### config.mk
export PLATFORM = sky130hd
export DESIGN_NAME = cds_cell
export DESIGN_NICKNAME = d
export VERILOG_FILES = /design/src/sv/cds_pkg.sv /design/src/sv/cds_cell.sv
export SDC_FILE = /design/constraint.sdc
export NUM_CORES = 1
export LEC_CHECK = 0
export ABC_AREA = 1
export BUFFER_PORTS_ARGS = -buffer_cell sky130_fd_sc_hd__buf_4
export CAP_MARGIN = 5
export CORE_AREA = 2 2 97 99
export DETAILED_ROUTE_END_ITERATION = 10
export DIE_AREA = 0 0 99 101
export GPL_TIMING_DRIVEN = 0
export PLACE_DENSITY_LB_ADDON = 0.12
export SLEW_MARGIN = 10
export SYNTH_ARGS = -nofsm -noshare
export SYNTH_HDL_FRONTEND = slang
export SYNTH_SLANG_ARGS = --single-unit
### constraint.sdc
create_clock -name clk -period 3.2 [get_ports clk]
set_input_delay 0.32 -clock clk [delete_from_list [all_inputs] [get_ports clk]]
set_output_delay 0.32 -clock clk [all_outputs]
set_load 0.02 [all_outputs]
### src/sv/cds_pkg.sv
// Shared types and constants for the chunk distance sorter.
`default_nettype none
package cds_pkg;

  localparam int MAX_ENTRIES = 512;
  localparam int CNT_W       = $clog2(MAX_ENTRIES + 1);
  localparam int COORD_W     = 12;
  localparam int FOCAL_W     = 20;
  localparam int DIFF_W      = 22;
  localparam int SQ_W        = 40;
  localparam int SUM_W       = 42;
  localparam int KEY_W       = 38;
  localparam int TAG_W       = 9;
  localparam int DIST_W      = 48;
  localparam int OCC_W       = 10;
  localparam int ADDR_W      = 4;
  localparam int DATA_W      = 32;

  typedef enum logic [1:0] {
    MODE_LOAD  = 2'd0,
    MODE_POP   = 2'd1,
    MODE_CLEAR = 2'd2
  } mode_t;

  typedef enum logic [1:0] {
    REG_FOCAL_X = 2'd0,
    REG_FOCAL_Y = 2'd1,
    REG_FOCAL_Z = 2'd2
  } reg_idx_t;

  typedef enum logic [1:0] {
    ST_IDLE,
    ST_SQUARE,
    ST_SUM,
    ST_EXEC
  } state_t;

  typedef struct packed {
    logic [KEY_W-1:0] key;
    logic [TAG_W-1:0] tag;
  } entry_t;

  typedef struct packed {
    logic   ins;
    logic   pop;
    entry_t new_entry;
  } cell_op_t;

  typedef struct packed {
    logic in_list;
    logic is_tail;
  } cell_pos_t;

endpackage
`default_nettype wire

### src/sv/cds_cell.sv
// One slot of the sorted list, trading entries with its two neighbors.
`default_nettype none
module cds_cell (
  input  wire logic              clk,
  input  wire cds_pkg::cell_op_t op,
  input  wire cds_pkg::cell_pos_t pos,
  input  wire cds_pkg::entry_t   left_entry,
  input  wire logic              left_gt,
  input  wire cds_pkg::entry_t   right_entry,
  output cds_pkg::entry_t        entry,
  output logic                   gt
);

  cds_pkg::entry_t entry_r;
  cds_pkg::entry_t entry_nxt;

  assign gt = pos.in_list && (entry_r.key > op.new_entry.key);

  always_comb begin
    entry_nxt = entry_r;
    if (op.ins) begin
      if (left_gt) begin
        entry_nxt = left_entry;
      end else if (gt || pos.is_tail) begin
        entry_nxt = op.new_entry;
      end
    end else if (op.pop) begin
      entry_nxt = right_entry;
    end
  end

  always_ff @(posedge clk) begin
    entry_r <= entry_nxt;
  end

  assign entry = entry_r;

endmodule
`default_nettype wire

* Word level (Yosys, flattened, before mapping)
Cells that the tools add are included.
** Operators by class
- Equality and inequality tests :: 1
- Muxes and demuxes :: 4
- Reductions and logical operators :: 4
- $lt $le $gt $ge :: 1
** Operators by type and width (number)
- two-way mux 47 bit :: 4
- > comparator 38 bit :: 1
- inequality test 3 x 1 -> 1 bit, second input constant :: 1
- AND reduction 2 bit :: 1
- nonzero test 2 bit :: 1
- logical AND 1 bit :: 1
- logical OR 1 bit :: 1
** Word-level totals
- Input bits :: 147
- Flip-flop bits (word level) :: 47
- Word-level logic and storage cells :: 12
- Output and inout bits :: 48

* Logic depth before layout (Yosys ltp)
- Word-level depth :: 6
- Mapped depth :: 14
- Mapped depth without buffers :: 14

* Least setup slack after synthesis
OpenSTA, ideal clock, no wires.
- Kind :: register to register
- Start point :: register entry_r, in the netlist entry[46]
- End point :: register entry_r, in the netlist entry[0] (enable)
- Arrival time :: 2.842 ns
- Buffers on the path :: 0
- Clock period less this slack :: 3.263 ns
- Setup time :: 0.421 ns
- Required time :: 2.779 ns
- Stages on the path, launching flop included :: 12
- Slack :: -0.063 ns
- Path through :: edfxtp_1 -> ha_1 -> nand2_2 -> nor2_4 -> nand2_2 -> nor2_4 -> nand2_1 -> nor2_2 -> nor2_1 -> nand2_2 -> nand2_2 -> a21oi_2
** On the way
- Longest elaborated chain between the ends :: 5
** Ends and longest elaborated chain
- from (decl) :: RTL line cds_cell.sv:14 : cds_pkg::entry_t entry_r;
- from (signal assigned) :: RTL line cds_cell.sv:33 : entry_r <= entry_nxt;
- > comparator 38 bit :: RTL line cds_cell.sv:17 : assign gt = pos.in_list && (entry_r.key > op.new_entry.key);
- logical AND 1 bit :: RTL line cds_cell.sv:17
- logical OR 1 bit :: RTL line cds_cell.sv:24 : end else if (gt || pos.is_tail) begin
- inequality test 3 x 1 -> 1 bit (no source line)
- AND reduction 2 bit (no source line)
Every way passes these cells.
A chain may end at the register's enable or synchronous reset.

* Worst setup path in the final report
- Start point :: register entry_r, in the netlist entry[30]
- End point :: register entry_r, in the netlist entry[28] (enable)
The elaborated chain is that of the path after synthesis.

==> impl.org <==
** Outcome
- The run finished with clean final reports.

** Logic synthesis
- The Yosys step of the flow raised 0 warnings.
- Synthesis produced a netlist whose cell count is 446.
- Cell area after synthesis :: 3460 sq um
- The share of the Yosys chip area taken by registers is 40.8%.
- The number of nets in the synthesized netlist is 631.
- Count of distinct cell types in the synthesized netlist :: 23
- After synthesis, the mean cell area works out to 7.77 sq um.
- Number of synthesized register bits :: 47

** GRT
- The first global-routing pass estimated 17.0 mm of wire.
- The number of global-route vias before repair came to 3646.
- The initial antenna violation count was 0.
- Global routing used 21.5% of the available tracks across all layers.
- Entering global routing, the biggest net connects 25 pins.
- Grt total ovfl :: 0

** Route
- The detailed router placed 3638 vias in this run.
- The detailed router finished its first iteration with 74 violations.
- Residual DRC :: 0
- Detailed-route wire length per cell :: 14.1 um
- Residual antenna-violating net count after detailed routing :: 0
- Dividing the detail-routed via count by the number of cells gives 4.79.
- The first detailed-routing pass ran for 4 iterations.
- Detailed-route wire length :: 10.7 mm

** Floorplan
- Floorplan Core Area :: 8980 sq um
- Floorplan die height :: 101 um
- Starting Density :: 38.6%
- I/O pins :: 195
- The die covers 10000 sq um.
- The die is 99 um wide.
- Floorplan row count :: 35

** Job
- Max-cap violation count :: 0

** STA
- Number of hold violations in the final report :: 0
- For the final routed database, the setup TNS stands at 0 ps.
- The final critical path takes up 86.7% of the cycle.
- Min Clock Period, post-route :: 2770 ps
- Measured slew at the worst slew-check pin :: 859 ps
- Setup repair after global routing left no endpoint under its margin.
- Final critical-path setup slack :: 426 ps
- Peak clock frequency supported by timing :: 0.360 GHz
- Setup violations remaining at the end of the flow were counted as 0.
- Max-slew headroom :: 42.6%
- The tightest hold path in the finished design has a slack of 301 ps.
- Clock skew on the completed layout was measured at 7.14 ps.
- Max-slew violation count :: 0

** Finish
- Cells fill 57.5% of the core in the end.
- Post-route cell area :: 5160 sq um
- From synthesis to final layout, the design area changed by 49.0%.
- Leaving out fill and tap cells, the most frequent cell in the layout is sky130_fd_sc_hd__buf_4.
- In the layout the commonest cells are sky130_fd_sc_hd__buf_4 (194), sky130_fd_sc_hd__nand2_1 (96), sky130_fd_sc_hd__nor2_1 (59).
- 0 antenna diodes ended up in the layout.
- The count of cells in the finished layout, fillers not included, comes to 759.
- Fraction of layout cells with a size suffix above 1 :: 34.7%
- The net count of the finished layout is 832.
- Flip-flop count of the largest register after layout :: 47

** Setup path
- Type of element capturing the critical path :: register
- The worst setup path is of the reg -> reg kind.
- In this run the register-to-register setup slack is 430 ps.
- Data arrival time of the critical path :: 2780 ps
- Walking the worst path, the cells encountered are ha_1 > nand2_1 > nor2_1 > nand2_1 > nor2_1 > nand2_1 > nor2_2 > nor2_1 > nand2_2 > nand2_2 > a21oi_4 > buf_12.
- The worst setup path is launched from a register.
- Highest cell delay on the worst timing path :: 690 ps
- For this design, the slowest cell found on the critical path is sky130_fd_sc_hd__a21oi_4.
- Req. time, crit path :: 3200 ps
- Critical path peak fanout :: 24

** Clock network
- Post-CTS Hold Fix Bufs :: 0
- Clock slew seen by the registers of the worst setup and hold paths :: 90 ps
- Clock Tree Root :: sky130_fd_sc_hd__clkbuf_8
- Clock tree buffer depth :: 2
- The clock drives 47 sinks.
- The clock reaches the later pin of the worst-skew pair after 300 ps.
- TritonCTS created 5 clock buffers.
- Clock tree from TritonCTS :: yes
- Max H-tree Level :: 2
- Resized Gates After CTS :: 0
- Post-CTS timing repair inserted 0 buffers for setup.

** Place
- The congestion estimate from routability-driven global placement came to 0.810.
- During placement, the flow inserted port buffers numbering 193.
- The wire-length estimate of the detail-placed layout is 8.54 mm.
- Number of placed cells counting well taps :: 751
- Pre-CTS WS :: 319 ps
- In this run the cell area measured after placement is 5080 sq um.

** Worst hold path
- Hold Crit Class :: in -> reg

** Power and ir drop
- For this design the ratio of total power to cell area is 349 nW/um^2.
- Power comes to 1.80 mW.
- Static power due to leakage :: 2.61 nW
- Across the VDD grid, the largest voltage drop is 0.000176 V.
power by group:
group | internal [mW] | switching, mW
combinational | 0.306 | 0.336
clock | 0.154 | 0.210
sequential | 0.759 | 0.0339
total | 1.22 | 0.580
cell families (layout without fill, tap and decap cells):
| kind of cell | Yosys count | count (layout) | synth area share, % |
|---|---|---|---|
| flops | 47 | 47 | 40.8 |
| buf+inv | 76 | 278 | 8.60 |
| fa+ha+maj | 38 | 38 | 13.7 |
| compound gates | 114 | 114 | 17.1 |
| simple gates | 171 | 171 | 19.9 |
worst max-delay path, delay by kind of cell, from the launching register on:
kind                     cells  cell delay (ps)
adder cells (fa/ha/maj)      1              320
flip-flops                   1              400
AO/OA/AOI/OAI                1              690
buffers and inverters        1              280
AND/OR/NAND/NOR              9              780
cells in the mapped netlist:
cell type                  count  share of area, %
sky130_fd_sc_hd__nor2_4        2              0.65
sky130_fd_sc_hd__o21ai_0      42               6.1
sky130_fd_sc_hd__inv_2         2              0.22
sky130_fd_sc_hd__a21oi_2       1              0.25
sky130_fd_sc_hd__buf_1         1              0.11
sky130_fd_sc_hd__clkbuf_1     11               1.2
sky130_fd_sc_hd__nor2_2        5              0.90
sky130_fd_sc_hd__a21o_1        2              0.43
sky130_fd_sc_hd__ha_1         38                14
sky130_fd_sc_hd__edfxtp_1     47                41
sky130_fd_sc_hd__buf_2         7               1.0
sky130_fd_sc_hd__a21oi_1      12               1.7
sky130_fd_sc_hd__buf_4         1              0.22
sky130_fd_sc_hd__o21bai_1      1              0.22
sky130_fd_sc_hd__nor3_1        2              0.29
sky130_fd_sc_hd__inv_1        54               5.9
sky130_fd_sc_hd__o21ai_1      54               7.8
sky130_fd_sc_hd__nand2_1      96                10
sky130_fd_sc_hd__nor2_1       59               6.4
sky130_fd_sc_hd__nand2_2       6               1.1
sky130_fd_sc_hd__nand3_1       1              0.14
sky130_fd_sc_hd__a21boi_1      1              0.22
sky130_fd_sc_hd__a21boi_2      1              0.33
per-layer routing:
metal / share of wire, % / up-vias / track usage (%)
li1: - / 1870 / -
met1: 42 / 1620 / 26.9
met2: 50 / 142 / 38.9
met3: 7.7 / 6 / 4.23
met4: 0.75 / 0 / 3.69
met5: 0 / - / 0
worst paths after layout:
kind / startpoint / endpoint / cells after the start
max: entry[30] / entry[28] / 12
min: right_entry[35] / entry[35] / 3
max reg2reg: entry[30] / entry[28] / 12
min reg2reg: entry[31] / entry[6] / 9
area by class of cell:
| type | count | area (sq um) |
|---|---|---|
| plain buffers | 20 | 87.6 |
| clock buffers | 7 | 76.3 |
| clock inverters | 1 | 5.00 |
| fillers | 857 | 3820 |
| inverters | 56 | 210 |
| multi-input cells | 323 | 1760 |
| flip-flops and latches | 47 | 1410 |
| well taps | 111 | 139 |
| repair buffers | 194 | 1470 |
Note: power is estimated with default switching activity, not from simulation.
