$ cat src/sv/cds_pkg.sv
// Shared types and constants for the chunk distance sorter.
`default_nettype none
package cds_pkg;

  localparam int MAX_ENTRIES = 512;
  localparam int CNT_W       = $clog2(MAX_ENTRIES + 1);
  localparam int COORD_W     = 12;
  localparam int FOCAL_W     = 20;
  localparam int DIFF_W      = 22;
  localparam int SQ_W        = 40;
  localparam int SUM_W       = 42;
  localparam int KEY_W       = 38;
  localparam int TAG_W       = 9;
  localparam int DIST_W      = 48;
  localparam int OCC_W       = 10;
  localparam int ADDR_W      = 4;
  localparam int DATA_W      = 32;

  typedef enum logic [1:0] {
    MODE_LOAD  = 2'd0,
    MODE_POP   = 2'd1,
    MODE_CLEAR = 2'd2
  } mode_t;

  typedef enum logic [1:0] {
    REG_FOCAL_X = 2'd0,
    REG_FOCAL_Y = 2'd1,
    REG_FOCAL_Z = 2'd2
  } reg_idx_t;

  typedef enum logic [1:0] {
    ST_IDLE,
    ST_SQUARE,
    ST_SUM,
    ST_EXEC
  } state_t;

  typedef struct packed {
    logic [KEY_W-1:0] key;
    logic [TAG_W-1:0] tag;
  } entry_t;

  typedef struct packed {
    logic   ins;
    logic   pop;
    entry_t new_entry;
  } cell_op_t;

  typedef struct packed {
    logic in_list;
    logic is_tail;
  } cell_pos_t;

endpackage
`default_nettype wire

$ cat src/sv/cds_key_unit.sv
// Two-stage pipeline that turns a chunk coordinate into its squared distance key.
`default_nettype none
module cds_key_unit (
  input  wire logic                          clk,
  input  wire logic [cds_pkg::FOCAL_W-1:0]   focal_x,
  input  wire logic [cds_pkg::FOCAL_W-1:0]   focal_y,
  input  wire logic [cds_pkg::FOCAL_W-1:0]   focal_z,
  input  wire logic [cds_pkg::COORD_W-1:0]   chunk_x,
  input  wire logic [cds_pkg::COORD_W-1:0]   chunk_y,
  input  wire logic [cds_pkg::COORD_W-1:0]   chunk_z,
  output logic      [cds_pkg::KEY_W-1:0]     key
);

  logic signed [cds_pkg::DIFF_W-1:0]   dx, dy, dz;
  logic signed [2*cds_pkg::DIFF_W-1:0] px, py, pz;
  logic        [cds_pkg::SQ_W-1:0]     sqx_r, sqy_r, sqz_r;
  logic        [cds_pkg::SUM_W-1:0]    sum;
  logic        [cds_pkg::KEY_W-1:0]    key_r;

  // The centre on an axis is 256 * c + 128, which is the coordinate followed by 8'h80.
  assign dx = $signed(cds_pkg::DIFF_W'($signed(focal_x)))
            - $signed(cds_pkg::DIFF_W'($signed({chunk_x, 8'h80})));
  assign dy = $signed(cds_pkg::DIFF_W'($signed(focal_y)))
            - $signed(cds_pkg::DIFF_W'($signed({chunk_y, 8'h80})));
  assign dz = $signed(cds_pkg::DIFF_W'($signed(focal_z)))
            - $signed(cds_pkg::DIFF_W'($signed({chunk_z, 8'h80})));

  assign px = dx * dx;
  assign py = dy * dy;
  assign pz = dz * dz;

  assign sum = cds_pkg::SUM_W'(sqx_r) + cds_pkg::SUM_W'(sqy_r) + cds_pkg::SUM_W'(sqz_r)
             + cds_pkg::SUM_W'(8);

  always_ff @(posedge clk) begin
    sqx_r <= px[cds_pkg::SQ_W-1:0];
    sqy_r <= py[cds_pkg::SQ_W-1:0];
    sqz_r <= pz[cds_pkg::SQ_W-1:0];
    key_r <= sum[cds_pkg::SUM_W-1:4];
  end

  assign key = key_r;

endmodule
`default_nettype wire

$ cat config.mk
export PLATFORM = sky130hd
export DESIGN_NAME = cds_key_unit
export DESIGN_NICKNAME = d
export VERILOG_FILES = /design/src/sv/cds_pkg.sv /design/src/sv/cds_key_unit.sv
export SDC_FILE = /design/constraint.sdc
export NUM_CORES = 2
export LEC_CHECK = 0
export BUFFER_PORTS_ARGS = -buffer_cell sky130_fd_sc_hd__buf_4
export CAP_MARGIN = 0
export CORE_ASPECT_RATIO = 2
export CORE_MARGIN = 1
export CORE_UTILIZATION = 45
export DETAILED_ROUTE_END_ITERATION = 10
export HOLD_SLACK_MARGIN = 0.03
export PLACE_DENSITY_LB_ADDON = 0.12
export SYNTH_ARGS = -nofsm -noshare
export SYNTH_HDL_FRONTEND = slang
export SYNTH_SLANG_ARGS = --single-unit
$ cat constraint.sdc
create_clock -name clk -period 10.15 [get_ports clk]
set_clock_uncertainty 0.15 [all_clocks]
set_input_delay 0.5075 -clock clk [delete_from_list [all_inputs] [get_ports clk]]
set_output_delay 0.5075 -clock clk [all_outputs]
set_load 0.05 [all_outputs]
### Yosys cells after proc, flatten, opt, wreduce, memory -nomap -nowiden

Index checks and enable logic that the tools add are counted.

* register bits: 158
* input port bits: 97
* output and inout bits: 38
* logic and storage cells: 13

* $add $sub $neg: 6
* multipliers: 3

Operators with widths (count)
* 21-bit by 21-bit multiplier with 40-bit output: 3
* 20-bit by 20-bit subtractor with 21-bit output: 3
* 41-bit by 40-bit adder with 42-bit output: 1
* 42-bit by 4-bit adder with 42-bit output (second input constant): 1
* 40-bit by 40-bit adder with 41-bit output: 1

### Depth between registers and ports, before layout

* depth in word-level cells: 3
* mapped depth: 38
* depth with buffers taken out: 36

### Worst setup path after synthesis

Ideal clock, no wire load.

* path kind: input to register
* start point: in focal_z[7] (netlist bit)
* end point: reg sqz_r[39] (netlist bit)
* library setup time: 72 ps
* arrival: 8972 ps
* data required time: 9928 ps
* slack: 956 ps
* cell stages on the path: 38
* path buffers: 3
* cells stage by stage: clkbuf_1 -> inv_1 -> clkbuf_1 -> fa_1 -> nor2b_1 -> o21ai_0 -> a21boi_0 -> o21ai_0 -> a211oi_1 -> o21ai_0 -> a21oi_1 -> xor2_1 -> buf_2 -> and2_1 -> inv_1 -> fa_1 -> inv_1 -> fa_1 -> [2 not listed] -> inv_1 -> fa_1 -> fa_1 -> fa_1 -> inv_1 -> fa_1 -> inv_1 -> ha_1 -> a21o_1 -> a21oi_1 -> o21bai_1 -> a2111oi_0 -> a31o_2 -> and3_1 -> o21ai_0 -> o21a_1 -> nor2_1 -> xnor2_1

* cells in the longest elaborated chain, start to end: 2

Ends and longest elaborated chain
* from (decl): line cds_key_unit.sv:7 `input wire logic [cds_pkg::FOCAL_W-1:0] focal_z,`
* 20-bit by 20-bit subtractor with 21-bit output: line cds_key_unit.sv:26 `- $signed(cds_pkg::DIFF_W'($signed({chunk_z, 8'h80})));`
* 21-bit by 21-bit multiplier with 40-bit output: line cds_key_unit.sv:30 `assign pz = dz * dz;`
* net pz, one bit: line cds_key_unit.sv:15 `logic signed [2*cds_pkg::DIFF_W-1:0] px, py, pz;`
* to (signal assigned): line cds_key_unit.sv:38 `sqz_r <= pz[cds_pkg::SQ_W-1:0];`
* to (decl): line cds_key_unit.sv:16 `logic [cds_pkg::SQ_W-1:0] sqx_r, sqy_r, sqz_r;`

The timed path passes the listed nets, and every way through them passes these cells.

### Final worst setup path

* start point: in focal_x[7] (netlist bit)
* end point: reg sqx_r[39] (netlist bit)

* cells in the longest elaborated chain, start to end: 2

Ends and longest elaborated chain
* from (decl): line cds_key_unit.sv:5 `input wire logic [cds_pkg::FOCAL_W-1:0] focal_x,`
* 20-bit by 20-bit subtractor with 21-bit output: line cds_key_unit.sv:22 `- $signed(cds_pkg::DIFF_W'($signed({chunk_x, 8'h80})));`
* 21-bit by 21-bit multiplier with 40-bit output: line cds_key_unit.sv:28 `assign px = dx * dx;`
* net px, one bit: line cds_key_unit.sv:15
* to (signal assigned): line cds_key_unit.sv:36 `sqx_r <= px[cds_pkg::SQ_W-1:0];`
* to (decl): line cds_key_unit.sv:16

The timed path passes the listed nets, and every way through them passes these cells.

==> reports/results.ini <==
[synthesis]
synth_edf_count=0
yosysSeqAreaShare=0.0618
syn_nets=6928
synthMuxAreaShare=0.000661
synthSimpleGateAreaFrac=0.0928
synth-xor-area-share=0.0439
syn_inst=5120
synth_warnings=0
synthFlopType=dfxtp_1
ys_ff_latch=152
avgSynthCellArea_sq_um=9.61
synth_area_sq_mm=0.0492
synth_fa_ha_area_frac=0.624
synth_compound_gate_area_share=0.0558
async_reset_ff_frac=0
ys_types=74
synth_top_family_by_area=adder cells

[clock_tree]
post_cts_resized=0
cts_hold_buf=0
cts_setup_buffers=0
cts_buffers=17
cts_tree=yes
htreeDepth=4
path_clk_slew_ns=0.07
cts-root-buf=clkbuf_16
clockBufferDepth=2
numClockSinks=152
clock_latency_ns=0.44

[sta]
fin_crit_sh=0.910
finalSetupViolCount=0
finalHoldViolations=0
fmax_mhz=108
finalSetupTns_ns=0
final_max_slew_viol_count=0
worstMarginPinSlew_ns=1.26
relSlewSlack=0.148
rsz0062_at_grt=no
fin_crit_ns=9.24

[setup_path]
crit_buf_inv=7
cp-start-kind=primary input
r2r-start=sqz_r[16]
cp_top_family=adder cells
worst_path_max_delay_cell=fa_1
cp.required_ns=10.33
critPathMaxFanout=12
cpPeakStageDelay_ns=0.53
arrival_ns=9.41
worstSetupStartpoint=focal_x[7]
cp_common_cell=fa_1
r2r_slack_ns=6.00
critPathCaptureType=flip-flop
crit_type=in -> reg

[drt]
ant_nets=0
wirelength_microns=140000
first_pass_iters=5
viasPerCell=5.12
vias=34100
avgRoutedWirePerCell_microns=21.0
drc=0
drt_iter0_drc=1294

[finish]
layout.nets=7076
finalInstanceArea_sq_mm=0.0529
layout_common_cells=inv_1 (1,469), fa_1 (1,238), ha_1 (473), nand2_1 (403), nor2_1 (271)
final_cells=6667
fill_cells=10500
layout_commonest_cell=inv_1
syn_to_final_growth_pct=7.56
utilization=0.488
drive_above_1_share=0.0595

[placement]
dp.cells=6633
place.gp.congestion=0.947
dpl.hpwl_microns=123000
io_buffers=134
dpl_cell_area_sq_mm=0.0524

[global_route]
grt_pass1_vias=40000
grt_first_pass_wirelength_microns=219000
grt_max_degree=27
grt.overflow.total=0
grt_util_all_layers=0.265
antenna_found_initial=0

[floorplanning]
rows=171
core_area_sq_mm=0.108
initial_core_util=0.454
die-area_sq_mm=0.111
ioPinCount=135
die_w_microns=236
fp.dieH_microns=470

[job]
drv_cap=0

[min_path]
worstHoldStart=focal_x[0]
hp-class=in -> reg

[run_status]
status=completed

-- area by class of cell --
type / count / area, sq um / area share
well taps: 1384 / 1730 / 0.0327
inverters: 1482 / 5560 / 0.105
multi-input cells: 3380 / 40300 / 0.760
clock buffers: 18 / 439 / 0.00829
repair buffers: 235 / 1760 / 0.0333
diodes: 2 / 5.00 / 0.0000945
clock inverters: 14 / 140 / 0.00265
flip-flops and latches: 152 / 3040 / 0.0575
-- final timing paths --
check / to / cells past startpoint
hold reg to reg: key[37] / 3
setup reg to reg: key[37] / 13
setup / recovery: sqx_r[39] / 35
hold / removal: sqx_r[2] / 2
-- routing by layer --
| metal | GRT usage | part of all wire | vias up |
|---|---|---|---|
| met4 | 0.172 | 0.079 | 0 |
| li1 | - | - | 15300 |
| met3 | 0.0189 | 0.024 | 398 |
| met1 | 0.246 | 0.31 | 17600 |
| met2 | 0.541 | 0.59 | 784 |
| met5 | 0 | 0 | - |
-- synthesized netlist by cell type (14+ instances only) --
| library cell | n | area share |
|---|---|---|
| o21bai_1 | 19 | 0.0029 |
| xnor2_1 | 178 | 0.032 |
| nor2_1 | 271 | 0.021 |
| nand3_1 | 24 | 0.0024 |
| o21a_1 | 23 | 0.0035 |
| nand2_1 | 403 | 0.031 |
| a21o_1 | 73 | 0.011 |
| nand2b_1 | 24 | 0.0030 |
| fa_1 | 1238 | 0.50 |
| clkbuf_1 | 95 | 0.0072 |
| nor2b_1 | 51 | 0.0065 |
| dfxtp_1 | 152 | 0.062 |
| a21oi_1 | 124 | 0.013 |
| a211oi_1 | 14 | 0.0021 |
| ha_1 | 473 | 0.12 |
| nor3_1 | 32 | 0.0033 |
| o21ai_0 | 61 | 0.0062 |
| inv_1 | 1469 | 0.11 |
| and2_1 | 148 | 0.019 |
| xor2_1 | 65 | 0.012 |
-- stage by stage --
| step | setup slack, ns | hold WS [ns] |
|---|---|---|
| 5_1_grt | 0.226 | 0.297 |
| 3_5_place_dp | 0.387 | 0.585 |
| 6_report | 0.915 | 0.315 |
| 3_3_place_gp | 0.420 | 0.584 |
| 4_1_cts | 0.832 | 0.281 |
| 2_1_floorplan | 0.956 | 0.533 |
-- kinds of logic after synthesis --
family / Yosys count
compound gates: 413
xor+xnor: 245
fa+ha+maj: 1711
buf+inv: 1588
flops: 152
mux: 3
other cells: 1
simple gates: 1007
-- state kept, by name, summed over array words and instances (netlist names) --
| register | cells |
|---|---|
| key | 38 |
| sqz_r | 38 |
| sqy_r | 38 |
| sqx_r | 38 |
Power is not shown: default switching activity piles up to over one toggle a cycle in this logic, so the estimate is an artifact.
